### src/hdl/ptt_pkg.sv
// ----------------------------------------------------------------------------
// ptt_pkg
// Shared constants for the pending transaction table: default sizes,
// operation codes and result status codes.
// ----------------------------------------------------------------------------
package ptt_pkg;

  localparam int unsigned TableDepthDefault  = 16;
  localparam int unsigned PayloadBitsDefault = 64;
  localparam int unsigned TidW               = 32;
  localparam int unsigned StatusW            = 2;

  localparam logic OP_ADD    = 1'b0;
  localparam logic OP_LOOKUP = 1'b1;

  localparam logic [StatusW-1:0] STATUS_OK        = 2'd0;
  localparam logic [StatusW-1:0] STATUS_NOT_FOUND = 2'd1;
  localparam logic [StatusW-1:0] STATUS_FULL      = 2'd2;

endpackage

### src/hdl/pending_transaction_table.sv
// ----------------------------------------------------------------------------
// pending_transaction_table
// Tracks outstanding transactions in a fixed table. Add stores a payload in
// the lowest free slot under an id from a wrapping counter; lookup searches
// the valid slots for an id, returns the payload and optionally frees it.
// ----------------------------------------------------------------------------
// Add: one slot per cycle is checked for free, from slot 0 upward, and the
// result is handed through ST_DONE to the output register.
// Lookup: one RAM read per cycle through the single read port and one shared
// id comparator; the result is handed through ST_DONE to the output register.
// One item at a time: a new item is taken only in ST_IDLE, once the last result is in the output register.
// Reset clears the valid bits and the id counter at once; no clearing pass.
// ----------------------------------------------------------------------------
module pending_transaction_table #(
  parameter int unsigned TABLE_DEPTH  = ptt_pkg::TableDepthDefault,
  parameter int unsigned PAYLOAD_BITS = ptt_pkg::PayloadBitsDefault
) (
  input  logic                             clk_i,
  input  logic                             rst_ni,
  input  logic                             in_valid_i,
  output logic                             in_ready_o,
  input  logic                             opcode_i,
  input  logic [PAYLOAD_BITS-1:0]          payload_in_i,
  input  logic [ptt_pkg::TidW-1:0]         lookup_tid_i,
  input  logic                             remove_entry_i,
  output logic                             out_valid_o,
  input  logic                             out_ready_i,
  output logic [ptt_pkg::StatusW-1:0]      status_o,
  output logic [ptt_pkg::TidW-1:0]         assigned_tid_o,
  output logic [PAYLOAD_BITS-1:0]          payload_out_o
);

  localparam int unsigned IdxW  = $clog2(TABLE_DEPTH);
  localparam int unsigned RamW  = ptt_pkg::TidW + PAYLOAD_BITS;
  localparam logic [IdxW-1:0] LastIdx = IdxW'(TABLE_DEPTH - 1);

  typedef enum logic [3:0] {
    ST_IDLE = 4'b0001,
    ST_ADD  = 4'b0010,
    ST_LOOK = 4'b0100,
    ST_DONE = 4'b1000
  } state_e;

  state_e state_q, state_d;

  logic [TABLE_DEPTH-1:0]       valid_q, valid_d;
  logic [ptt_pkg::TidW-1:0]     id_counter_q, id_counter_d;
  logic [IdxW-1:0]              idx_q, idx_d;
  logic                         issue_done_q, issue_done_d;
  logic                         rd_vld_q, rd_vld_d;
  logic [IdxW-1:0]              rd_idx_q, rd_idx_d;

  logic                         op_q, op_d;
  logic [PAYLOAD_BITS-1:0]      pay_q, pay_d;
  logic [ptt_pkg::TidW-1:0]     want_q, want_d;
  logic                         rm_q, rm_d;

  logic [ptt_pkg::StatusW-1:0]  res_status_q, res_status_d;
  logic [ptt_pkg::TidW-1:0]     res_tid_q, res_tid_d;
  logic [PAYLOAD_BITS-1:0]      res_pay_q, res_pay_d;

  logic                         out_valid_q, out_valid_d;
  logic [ptt_pkg::StatusW-1:0]  out_status_q, out_status_d;
  logic [ptt_pkg::TidW-1:0]     out_tid_q, out_tid_d;
  logic [PAYLOAD_BITS-1:0]      out_pay_q, out_pay_d;

  logic                         ram_we;
  logic                         ram_re;
  logic [RamW-1:0]              ram_rdata;
  logic [ptt_pkg::TidW-1:0]     rd_tid;
  logic [PAYLOAD_BITS-1:0]      rd_pay;
  logic                         hit;
  logic                         out_free;

  assign rd_tid   = ram_rdata[RamW-1 -: ptt_pkg::TidW];
  assign rd_pay   = ram_rdata[PAYLOAD_BITS-1:0];
  assign hit      = rd_vld_q && valid_q[rd_idx_q] && (rd_tid == want_q);
  assign out_free = !out_valid_q || out_ready_i;

  ptt_ram #(
    .Width (RamW),
    .Depth (TABLE_DEPTH)
  ) u_slot_ram (
    .clk_i   (clk_i),
    .we_i    (ram_we),
    .waddr_i (idx_q),
    .wdata_i ({id_counter_q, pay_q}),
    .re_i    (ram_re),
    .raddr_i (idx_q),
    .rdata_o (ram_rdata)
  );

  always_comb begin
    state_d      = state_q;
    valid_d      = valid_q;
    id_counter_d = id_counter_q;
    idx_d        = idx_q;
    issue_done_d = issue_done_q;
    rd_vld_d     = 1'b0;
    rd_idx_d     = rd_idx_q;
    op_d         = op_q;
    pay_d        = pay_q;
    want_d       = want_q;
    rm_d         = rm_q;
    res_status_d = res_status_q;
    res_tid_d    = res_tid_q;
    res_pay_d    = res_pay_q;
    out_valid_d  = out_valid_q;
    out_status_d = out_status_q;
    out_tid_d    = out_tid_q;
    out_pay_d    = out_pay_q;
    ram_we       = 1'b0;
    ram_re       = 1'b0;

    if (out_valid_q && out_ready_i) begin
      out_valid_d = 1'b0;
    end

    case (state_q)
      ST_IDLE: begin
        if (in_valid_i) begin
          op_d         = opcode_i;
          pay_d        = payload_in_i;
          want_d       = lookup_tid_i;
          rm_d         = remove_entry_i;
          idx_d        = '0;
          issue_done_d = 1'b0;
          state_d      = (opcode_i == ptt_pkg::OP_ADD) ? ST_ADD : ST_LOOK;
        end
      end
      ST_ADD: begin
        if (!valid_q[idx_q]) begin
          ram_we         = 1'b1;
          valid_d[idx_q] = 1'b1;
          res_status_d   = ptt_pkg::STATUS_OK;
          res_tid_d      = id_counter_q;
          res_pay_d      = '0;
          id_counter_d   = id_counter_q + ptt_pkg::TidW'(1);
          state_d        = ST_DONE;
        end else if (idx_q == LastIdx) begin
          res_status_d = ptt_pkg::STATUS_FULL;
          res_tid_d    = '0;
          res_pay_d    = '0;
          state_d      = ST_DONE;
        end else begin
          idx_d = idx_q + IdxW'(1);
        end
      end
      ST_LOOK: begin
        if (hit) begin
          res_status_d = ptt_pkg::STATUS_OK;
          res_tid_d    = '0;
          res_pay_d    = rd_pay;
          if (rm_q) begin
            valid_d[rd_idx_q] = 1'b0;
          end
          state_d = ST_DONE;
        end else if (rd_vld_q && rd_idx_q == LastIdx) begin
          res_status_d = ptt_pkg::STATUS_NOT_FOUND;
          res_tid_d    = '0;
          res_pay_d    = '0;
          state_d      = ST_DONE;
        end else if (!issue_done_q) begin
          // read the next slot; its tag is compared in the following cycle
          ram_re       = 1'b1;
          rd_vld_d     = 1'b1;
          rd_idx_d     = idx_q;
          issue_done_d = (idx_q == LastIdx);
          if (idx_q != LastIdx) begin
            idx_d = idx_q + IdxW'(1);
          end
        end
      end
      ST_DONE: begin
        if (out_free) begin
          out_valid_d  = 1'b1;
          out_status_d = res_status_q;
          out_tid_d    = res_tid_q;
          out_pay_d    = res_pay_q;
          state_d      = ST_IDLE;
        end
      end
      default: begin
        state_d = ST_IDLE;
      end
    endcase
  end

  always_ff @(posedge clk_i or negedge rst_ni) begin
    if (!rst_ni) begin
      state_q      <= ST_IDLE;
      valid_q      <= '0;
      id_counter_q <= '0;
      idx_q        <= '0;
      issue_done_q <= 1'b0;
      rd_vld_q     <= 1'b0;
      rd_idx_q     <= '0;
      out_valid_q  <= 1'b0;
    end else begin
      state_q      <= state_d;
      valid_q      <= valid_d;
      id_counter_q <= id_counter_d;
      idx_q        <= idx_d;
      issue_done_q <= issue_done_d;
      rd_vld_q     <= rd_vld_d;
      rd_idx_q     <= rd_idx_d;
      out_valid_q  <= out_valid_d;
    end
  end

  always_ff @(posedge clk_i) begin
    op_q         <= op_d;
    pay_q        <= pay_d;
    want_q       <= want_d;
    rm_q         <= rm_d;
    res_status_q <= res_status_d;
    res_tid_q    <= res_tid_d;
    res_pay_q    <= res_pay_d;
    out_status_q <= out_status_d;
    out_tid_q    <= out_tid_d;
    out_pay_q    <= out_pay_d;
  end

  assign in_ready_o     = (state_q == ST_IDLE);
  assign out_valid_o    = out_valid_q;
  assign status_o       = out_status_q;
  assign assigned_tid_o = out_tid_q;
  assign payload_out_o  = out_pay_q;

  a_state_onehot: assert property (@(posedge clk_i) disable iff (!rst_ni)
    $onehot(state_q))
    else $error("sequencer state is not one-hot");

  a_counter_step: assert property (@(posedge clk_i) disable iff (!rst_ni)
    (id_counter_q != $past(id_counter_q)) |->
      (id_counter_q == $past(id_counter_q) + ptt_pkg::TidW'(1)))
    else $error("id counter moved by other than one");

  a_full_means_full: assert property (@(posedge clk_i) disable iff (!rst_ni)
    (state_q == ST_DONE && res_status_q == ptt_pkg::STATUS_FULL) |-> (&valid_q))
    else $error("table full reported with a free slot");

  a_miss_on_lookup: assert property (@(posedge clk_i) disable iff (!rst_ni)
    (state_q == ST_DONE && res_status_q == ptt_pkg::STATUS_NOT_FOUND) |->
      (op_q == ptt_pkg::OP_LOOKUP))
    else $error("not-found reported for an add");

endmodule

### src/hdl/ptt_ram.sv
// ----------------------------------------------------------------------------
// ptt_ram
// Generic single write port, single read port RAM with registered read data.
// ----------------------------------------------------------------------------
module ptt_ram #(
  parameter int unsigned Width = 8,
  parameter int unsigned Depth = 16
) (
  input  logic                     clk_i,
  input  logic                     we_i,
  input  logic [$clog2(Depth)-1:0] waddr_i,
  input  logic [Width-1:0]         wdata_i,
  input  logic                     re_i,
  input  logic [$clog2(Depth)-1:0] raddr_i,
  output logic [Width-1:0]         rdata_o
);

  logic [Width-1:0] mem_q [Depth];
  logic [Width-1:0] rdata_q;

  always_ff @(posedge clk_i) begin
    if (we_i) begin
      mem_q[waddr_i] <= wdata_i;
    end
    if (re_i) begin
      rdata_q <= mem_q[raddr_i];
    end
  end

  assign rdata_o = rdata_q;

endmodule
### config.mk
export PLATFORM = sky130hd
export DESIGN_NAME = pending_transaction_table
export DESIGN_NICKNAME = d
export VERILOG_FILES = /design/src/hdl/ptt_pkg.sv /design/src/hdl/pending_transaction_table.sv /design/src/hdl/ptt_ram.sv
export SDC_FILE = /design/constraint.sdc
export NUM_CORES = 2
export LEC_CHECK = 0
export BUFFER_PORTS_ARGS = -buffer_cell sky130_fd_sc_hd__buf_2
export CORE_MARGIN = 2
export CORE_UTILIZATION = 50
export DETAILED_ROUTE_END_ITERATION = 6
export PLACE_DENSITY = 0.66
export SYNTH_ARGS = -nofsm -noshare
export SYNTH_HDL_FRONTEND = slang
export SYNTH_SLANG_ARGS = --single-unit
### constraint.sdc
create_clock -name clk_i -period 19.9 [get_ports clk_i]
set_input_delay 3.98 -clock clk_i [delete_from_list [all_inputs] [get_ports clk_i]]
set_output_delay 3.98 -clock clk_i [all_outputs]
set_load 0.01 [all_outputs]
* Word-level counts from Yosys, hierarchy flattened *
Memory sizes are Yosys's and may differ from the RTL's. A register that Yosys moved wholly into a read port is not among the register bits.
Index checks and enable logic that the tools add are counted.

storage, ports and cells
  memories = 1
  output and inout bits = 100
  input bits = 102
  bits in registers = 356
  logic and storage cells = 131
  bits in writable memories = 1,536

memories
  memory            depth  bits a word  rd ports  clocked after memory_dff  wr ports  line           source
  u_slot_ram.mem_q  16     96           1         1                         1         ptt_ram.sv:18  logic [Width-1:0] mem_q [Depth];

operators by class
  add/subtract/negate cells = 2
  reductions and logical operators = 20
  bitwise logic cells = 7
  muxes and demuxes = 59
  eq/ne operators = 21
  $lt $le $gt $ge = 4

operators by type and width
  kind                                                                count
  2-to-1 mux 64 bit                                                   4
  2-to-1 mux 32 bit                                                   4
  one-hot mux 64 bit (2 select lines)                                 1
  one-hot mux 32 bit (2 select lines)                                 1
  2-to-1 mux 4 bit                                                    13
  2-to-1 mux 16 bit                                                   3
  adder 32 x 1 -> 32 bit (second input constant)                      1
  equality test 32 bit                                                1
  one-hot mux 16 bit (2 select lines)                                 1
  inequality test 2 bit (second input constant)                       11
  2-to-1 mux 1 bit                                                    19
  bitwise AND 16 bit                                                  1
  inverter 16 bit                                                     1
  OR 16 bit                                                           1
  one-hot mux 4 bit (4 select lines)                                  1
  AND reduction 4 bit                                                 4
  equality test 4 bit (second input constant)                         3
  one-hot mux 4 bit (3 select lines)                                  1
  < comparator 4 x 5 -> 1 bit (second input constant)                 2
  binary-select mux 1 bit (select 4 bit)                              2
  demux 1 bit (select 4 bit)                                          2
  greater-or-equal comparator 4 x 1 -> 1 bit (second input constant)  2
  2-to-1 mux 2 bit                                                    4
  AND reduction 8 bit                                                 1
  other kinds (17)                                                    29

* Longest topological paths before layout *
  depth after elaboration = 9
  gate-level depth with buffers = 9
  depth with buffers taken out = 7

* By module *
Synthesis repeated with hierarchy kept, for this count alone.

second synthesis, totals
  cell total of the unflattened synthesis = 3,235
  area, all modules = 73,501.7 µm²

modules (own cells, without submodules)
  module                     seq. area each (µm²)  area each (µm²)  cells each  instances
  ptt_ram                    49,007.0              60,316.6         2,460       1
  pending_transaction_table  10,376.2              13,185.1         775         1

* Worst setup path after synthesis *
OpenSTA, ideal clock, no wires.

  path type = reg2reg
  start = register idx_q[0]
  end = memory u_slot_ram.mem_q[3][0] (netlist bit) (enable)
  period minus slack after synthesis = 11.389 ns
  slack = 8.511 ns
  required time = 19.111 ns
  path buffers = 1
  setup time = 0.789 ns
  arrival time = 10.600 ns
  stages on the path, launching flop included = 6
  path through = dfrtp_1 > buf_6 > mux4_2 > a22oi_2 > nand2_2 > nor4_1

on the way
  longest elaborated chain between the ends = 6

ends and longest elaborated chain
  element                                 line                              source
  start, declared                         pending_transaction_table.sv:48   logic [IdxW-1:0] idx_q, idx_d;
  start signal, assigned                  pending_transaction_table.sv:203  idx_q <= idx_d;
  binary-select mux 1 bit (select 4 bit)  pending_transaction_table.sv:132  if (!valid_q[idx_q]) begin
  2-to-1 mux 1 bit (not written as such)  pending_transaction_table.sv:132
  2-to-1 mux 1 bit                        pending_transaction_table.sv:132
  2-to-1 mux 1 bit                        pending_transaction_table.sv:119  case (state_q)
  2-to-1 mux 1 bit                        ptt_ram.sv:22                     if (we_i) begin
  2-to-1 mux 1 bit (not written as such)  ptt_ram.sv:23                     mem_q[waddr_i] <= wdata_i;
  end, declared                           ptt_ram.sv:18

Parallel ways exist; a longest one is shown, timed or not. The select of a mux whose other input is x is not followed.

* Worst setup path in the final report *
  start = register state_q[1]
  end = output in_ready_o

on the way
  longest elaborated chain between the ends = 1

ends and longest elaborated chain
  element                       line                              source
  start, declared               pending_transaction_table.sv:44   state_e state_q, state_d;
  start signal, assigned        pending_transaction_table.sv:200  state_q <= state_d;
  equality test 4 x 1 -> 1 bit  pending_transaction_table.sv:224  assign in_ready_o = (state_q == ST_IDLE);
  end, declared                 pending_transaction_table.sv:21   output logic in_ready_o,

No other way between the ends.

==> results_dict.tcl <==
set metrics [dict create \
    viasPerCell 6.06 \
    yosys_warnings 0 \
    drtIter0Drc 3688 \
    firstDrtPassIters 5 \
    nets 3396 \
    n_antenna_cell 0 \
    synth_edf_count 1925 \
    maxSlewHeadroom 0.189 \
    syn_area_sq_mm 0.0734 \
    maxCapViolations 0 \
    power_switching_mw 2.42 \
    clk_path_buf_depth 3 \
    cts_made_buffers 194 \
    slew_viol_final 0 \
    rr_endpoint "u_slot_ram.mem_q[5][38]$_DFFE_PP_" \
    intPower_mw 7.69 \
    die_y_um 387 \
    worstMarginPinSlew_ns 1.22 \
    die_w_um 387 \
    grt_pass1_vias 33690 \
    overflow 0 \
    tns_ns 0 \
    post-route-period-util 0.293 \
    synth.most_common_cell "edfxtp_1" \
    reg2reg_depth 8 \
    final_util 0.571 \
    crit_path_start_kind "flop" \
    post_cts_buffers 0 \
    worstPathArrival_ns 1.84 \
    pin_count 202 \
    clk_latency_ns 0.83 \
    leakage_nw 26.3 \
    routed_wl_mm 160 \
    yosys_most_used_dff "edfxtp_1" \
    clockRootBuffer "clkbuf_16" \
    cts_tree "done" \
    drc 0 \
    r2r-start "idx_q[0]$_DFFE_PN0P_" \
    hold_viol 0 \
    clkTransAtPathRegs_ns 0.06 \
    end_kind "primary output" \
    synth_largest_area_cell "edfxtp_1" \
    clock_sinks 1988 \
    syn-num-nets 3077 \
    synth_seq_area_share 0.809 \
    syn_area_per_cell_sq_um 24.7 \
    grt_max_degree 148 \
    wire_per_inst_um 29.9 \
    peakVddDrop_mv 0.0874 \
    routabilityCongestion 0.839 \
    status "finished clean" \
    floorplan.die_area_sq_mm 0.150 \
    hp-class "reg -> reg" \
    ant_nets 0 \
    max_clock_freq_mhz 172 \
    synth_cell_types 55 \
    startpoint "state_q[1]$_DFFE_PN0P_" \
    clockPowerShare 0.359 \
    r2r_slack_ns 14.09 \
    grt_first_pass_wirelength_mm 235 \
    async_flop_share 0.0317 \
    cts_resized 0 \
    postCtsHoldBufs 0 \
    total_power_mw 10.1 \
    holdWs_ns 0.406 \
    synth_top_area_frac 0.787 \
    start_util 0.504 \
    final.min_clock_period_ns 5.82 \
    core_region_area_sq_mm 0.146 \
    antenna_found_initial 7 \
    required_ns 15.92 \
    path_class "reg -> out" \
    synthTopCellsByArea "edfxtp_1 (79%), mux4_2 (15%), dfrtp_1 (2.1%)" \
    fin_worst_skew_ns 0.0447 \
    yosys-top-cells-count "edfxtp_1 (1,925), mux4_2 (488), clkbuf_1 (80)" \
    crit_fanout 4 \
    comb_power_share 0.126 \
    dp_hpwl_mm 83.4 \
    synth-seq-cells 1988 \
    row_count 140 \
    io_buffers 201 \
    syn2layout_area_growth_pct 13.3 \
    track_usage 0.216 \
    final_layout_size_suffix_gt1_frac 0.314 \
    vias 32539 \
    crit_path_end "in_ready_o" \
    setup_viol 0 \
    syn_inst 2970 \
    seq_power_share 0.515 \
    rsz0062_at_grt "false" \
    power_density_mw_per_mm2 122 \
    cts-htree-levels 4 \
    switching_share 0.239 \
]
==> cells by family (layout without fill, tap and decap cells) <==
family                     after synthesis  after routing  synth area share
AOI/OAI and AO/OA                       35             35           0.00339
xor gates and xnor gates                63             63           0.00752
adders and majority gates                5              5          0.000852
buffers and inverters                  142            623           0.00832
DFF                                   1988           1988             0.809
muxes                                  493            493             0.151
and+or+nand+nor                        244            244            0.0203
==> sequential cells by signal, summed over array words and instances, names as in the netlist <==
| name | cells |
|---|---|
| u_slot_ram.mem_q | 1536 |
| payload_out_o | 64 |
| idx_q | 4 |
| res_tid_q | 32 |
| valid_q | 16 |
| state_q | 4 |
| out_valid_o | 1 |
| res_pay_q | 64 |
| rd_idx_q | 4 |
| res_status_q | 2 |
| status_o | 2 |
| rm_q | 1 |
| pay_q | 64 |
| assigned_tid_o | 32 |
| rd_vld_q | 1 |
| issue_done_q | 1 |
| u_slot_ram.rdata_o | 96 |
| want_q | 32 |
| id_counter_q | 32 |
==> cells in the final DEF (no fill, tap or decap), types with 4 or more instances in the layout <==
cell and count:
edfxtp_1 1925, mux4_2 488, buf_2 201, clkbuf_16 196, and2_1 74, dfrtp_1 59, xnor2_1 56, buf_4 49
clkinv_2 45, and3_1 40, clkinv_1 38, clkbuf_1 28, nand3_1 25, nor2_1 22, bufinv_16 19, nand2_1 16
and3_4 14, nand4_1 12, inv_6 8, a21o_1 8, a31oi_1 8, clkinvlp_4 8, inv_1 7, o21ai_0 7
xor2_1 7, nor2b_1 6, ha_1 5, clkinv_8 5, buf_12 5, nand3b_1 4, mux2_4 4, clkbuf_8 4
==> worst max-delay path, cell delays in order (launching register included) <==
cell and delay (ns):
dfrtp_1 0.41, nor2_1 0.16, nand3b_1 0.17, inv_1 0.13
buf_2 0.14
==> worst min-delay path by stage <==
stage                                      from                            to  slack, ns  cells past startpoint
finish              res_pay_q[22]$_SDFFCE_PN0P_   payload_out_o[22]$_DFFE_PP_       0.41                      0
detailed placement  res_tid_q[26]$_SDFFCE_PP0P_  assigned_tid_o[26]$_DFFE_PP_       0.40                      0
CTS                  res_tid_q[7]$_SDFFCE_PP0P_   assigned_tid_o[7]$_DFFE_PP_       0.42                      0
global route        res_tid_q[26]$_SDFFCE_PP0P_  assigned_tid_o[26]$_DFFE_PP_       0.43                      0
floorplan            res_tid_q[0]$_SDFFCE_PP0P_   assigned_tid_o[0]$_DFFE_PP_       0.40                      0
global placement    res_pay_q[53]$_SDFFCE_PN0P_   payload_out_o[53]$_DFFE_PP_       0.40                      0
==> final cells by class <==
type,instances,area [sq um]
clock inverters,130,1290
well taps,1917,2400
multi-input cells,840,13500
flip-flops and latches,1988,59400
inverters,10,47.5
repair buffers,255,1470
fillers,10335,62600
clock buffers,228,5060
==> metal layers <==
layer  vias up  routed length, um  GRT usage
met5         -                 22          0
met4         4               3580     0.0604
met3       255              12700     0.0482
met2      1454              77900      0.340
met1     17566              66100      0.308
li1      13260                  -          -
==> power groups by stage <==
stage / logic [mW] / clock network, mW / registers (mW)
floorplan: 0.988 / 0 / 5.18
global placement: 1.28 / 0 / 5.27
detailed placement: 1.30 / 0 / 5.29
CTS: 1.30 / 3.70 / 5.21
global route: 1.37 / 3.87 / 5.24
finish: 1.27 / 3.63 / 5.20
==> stage by stage <==
| stage | cells | setup WS [ns] | cell area (sq um) |
|---|---|---|---|
| global route | 5368 | 13.68 | 83200 |
| finish | 5368 | 14.08 | 83200 |
| CTS | 5368 | 13.95 | 83200 |
| global placement | 5010 | 13.82 | 76800 |
| detailed placement | 5010 | 13.75 | 76800 |
| floorplan | 2970 | 8.51 | 73400 |
(Power assumes the default switching activity.)
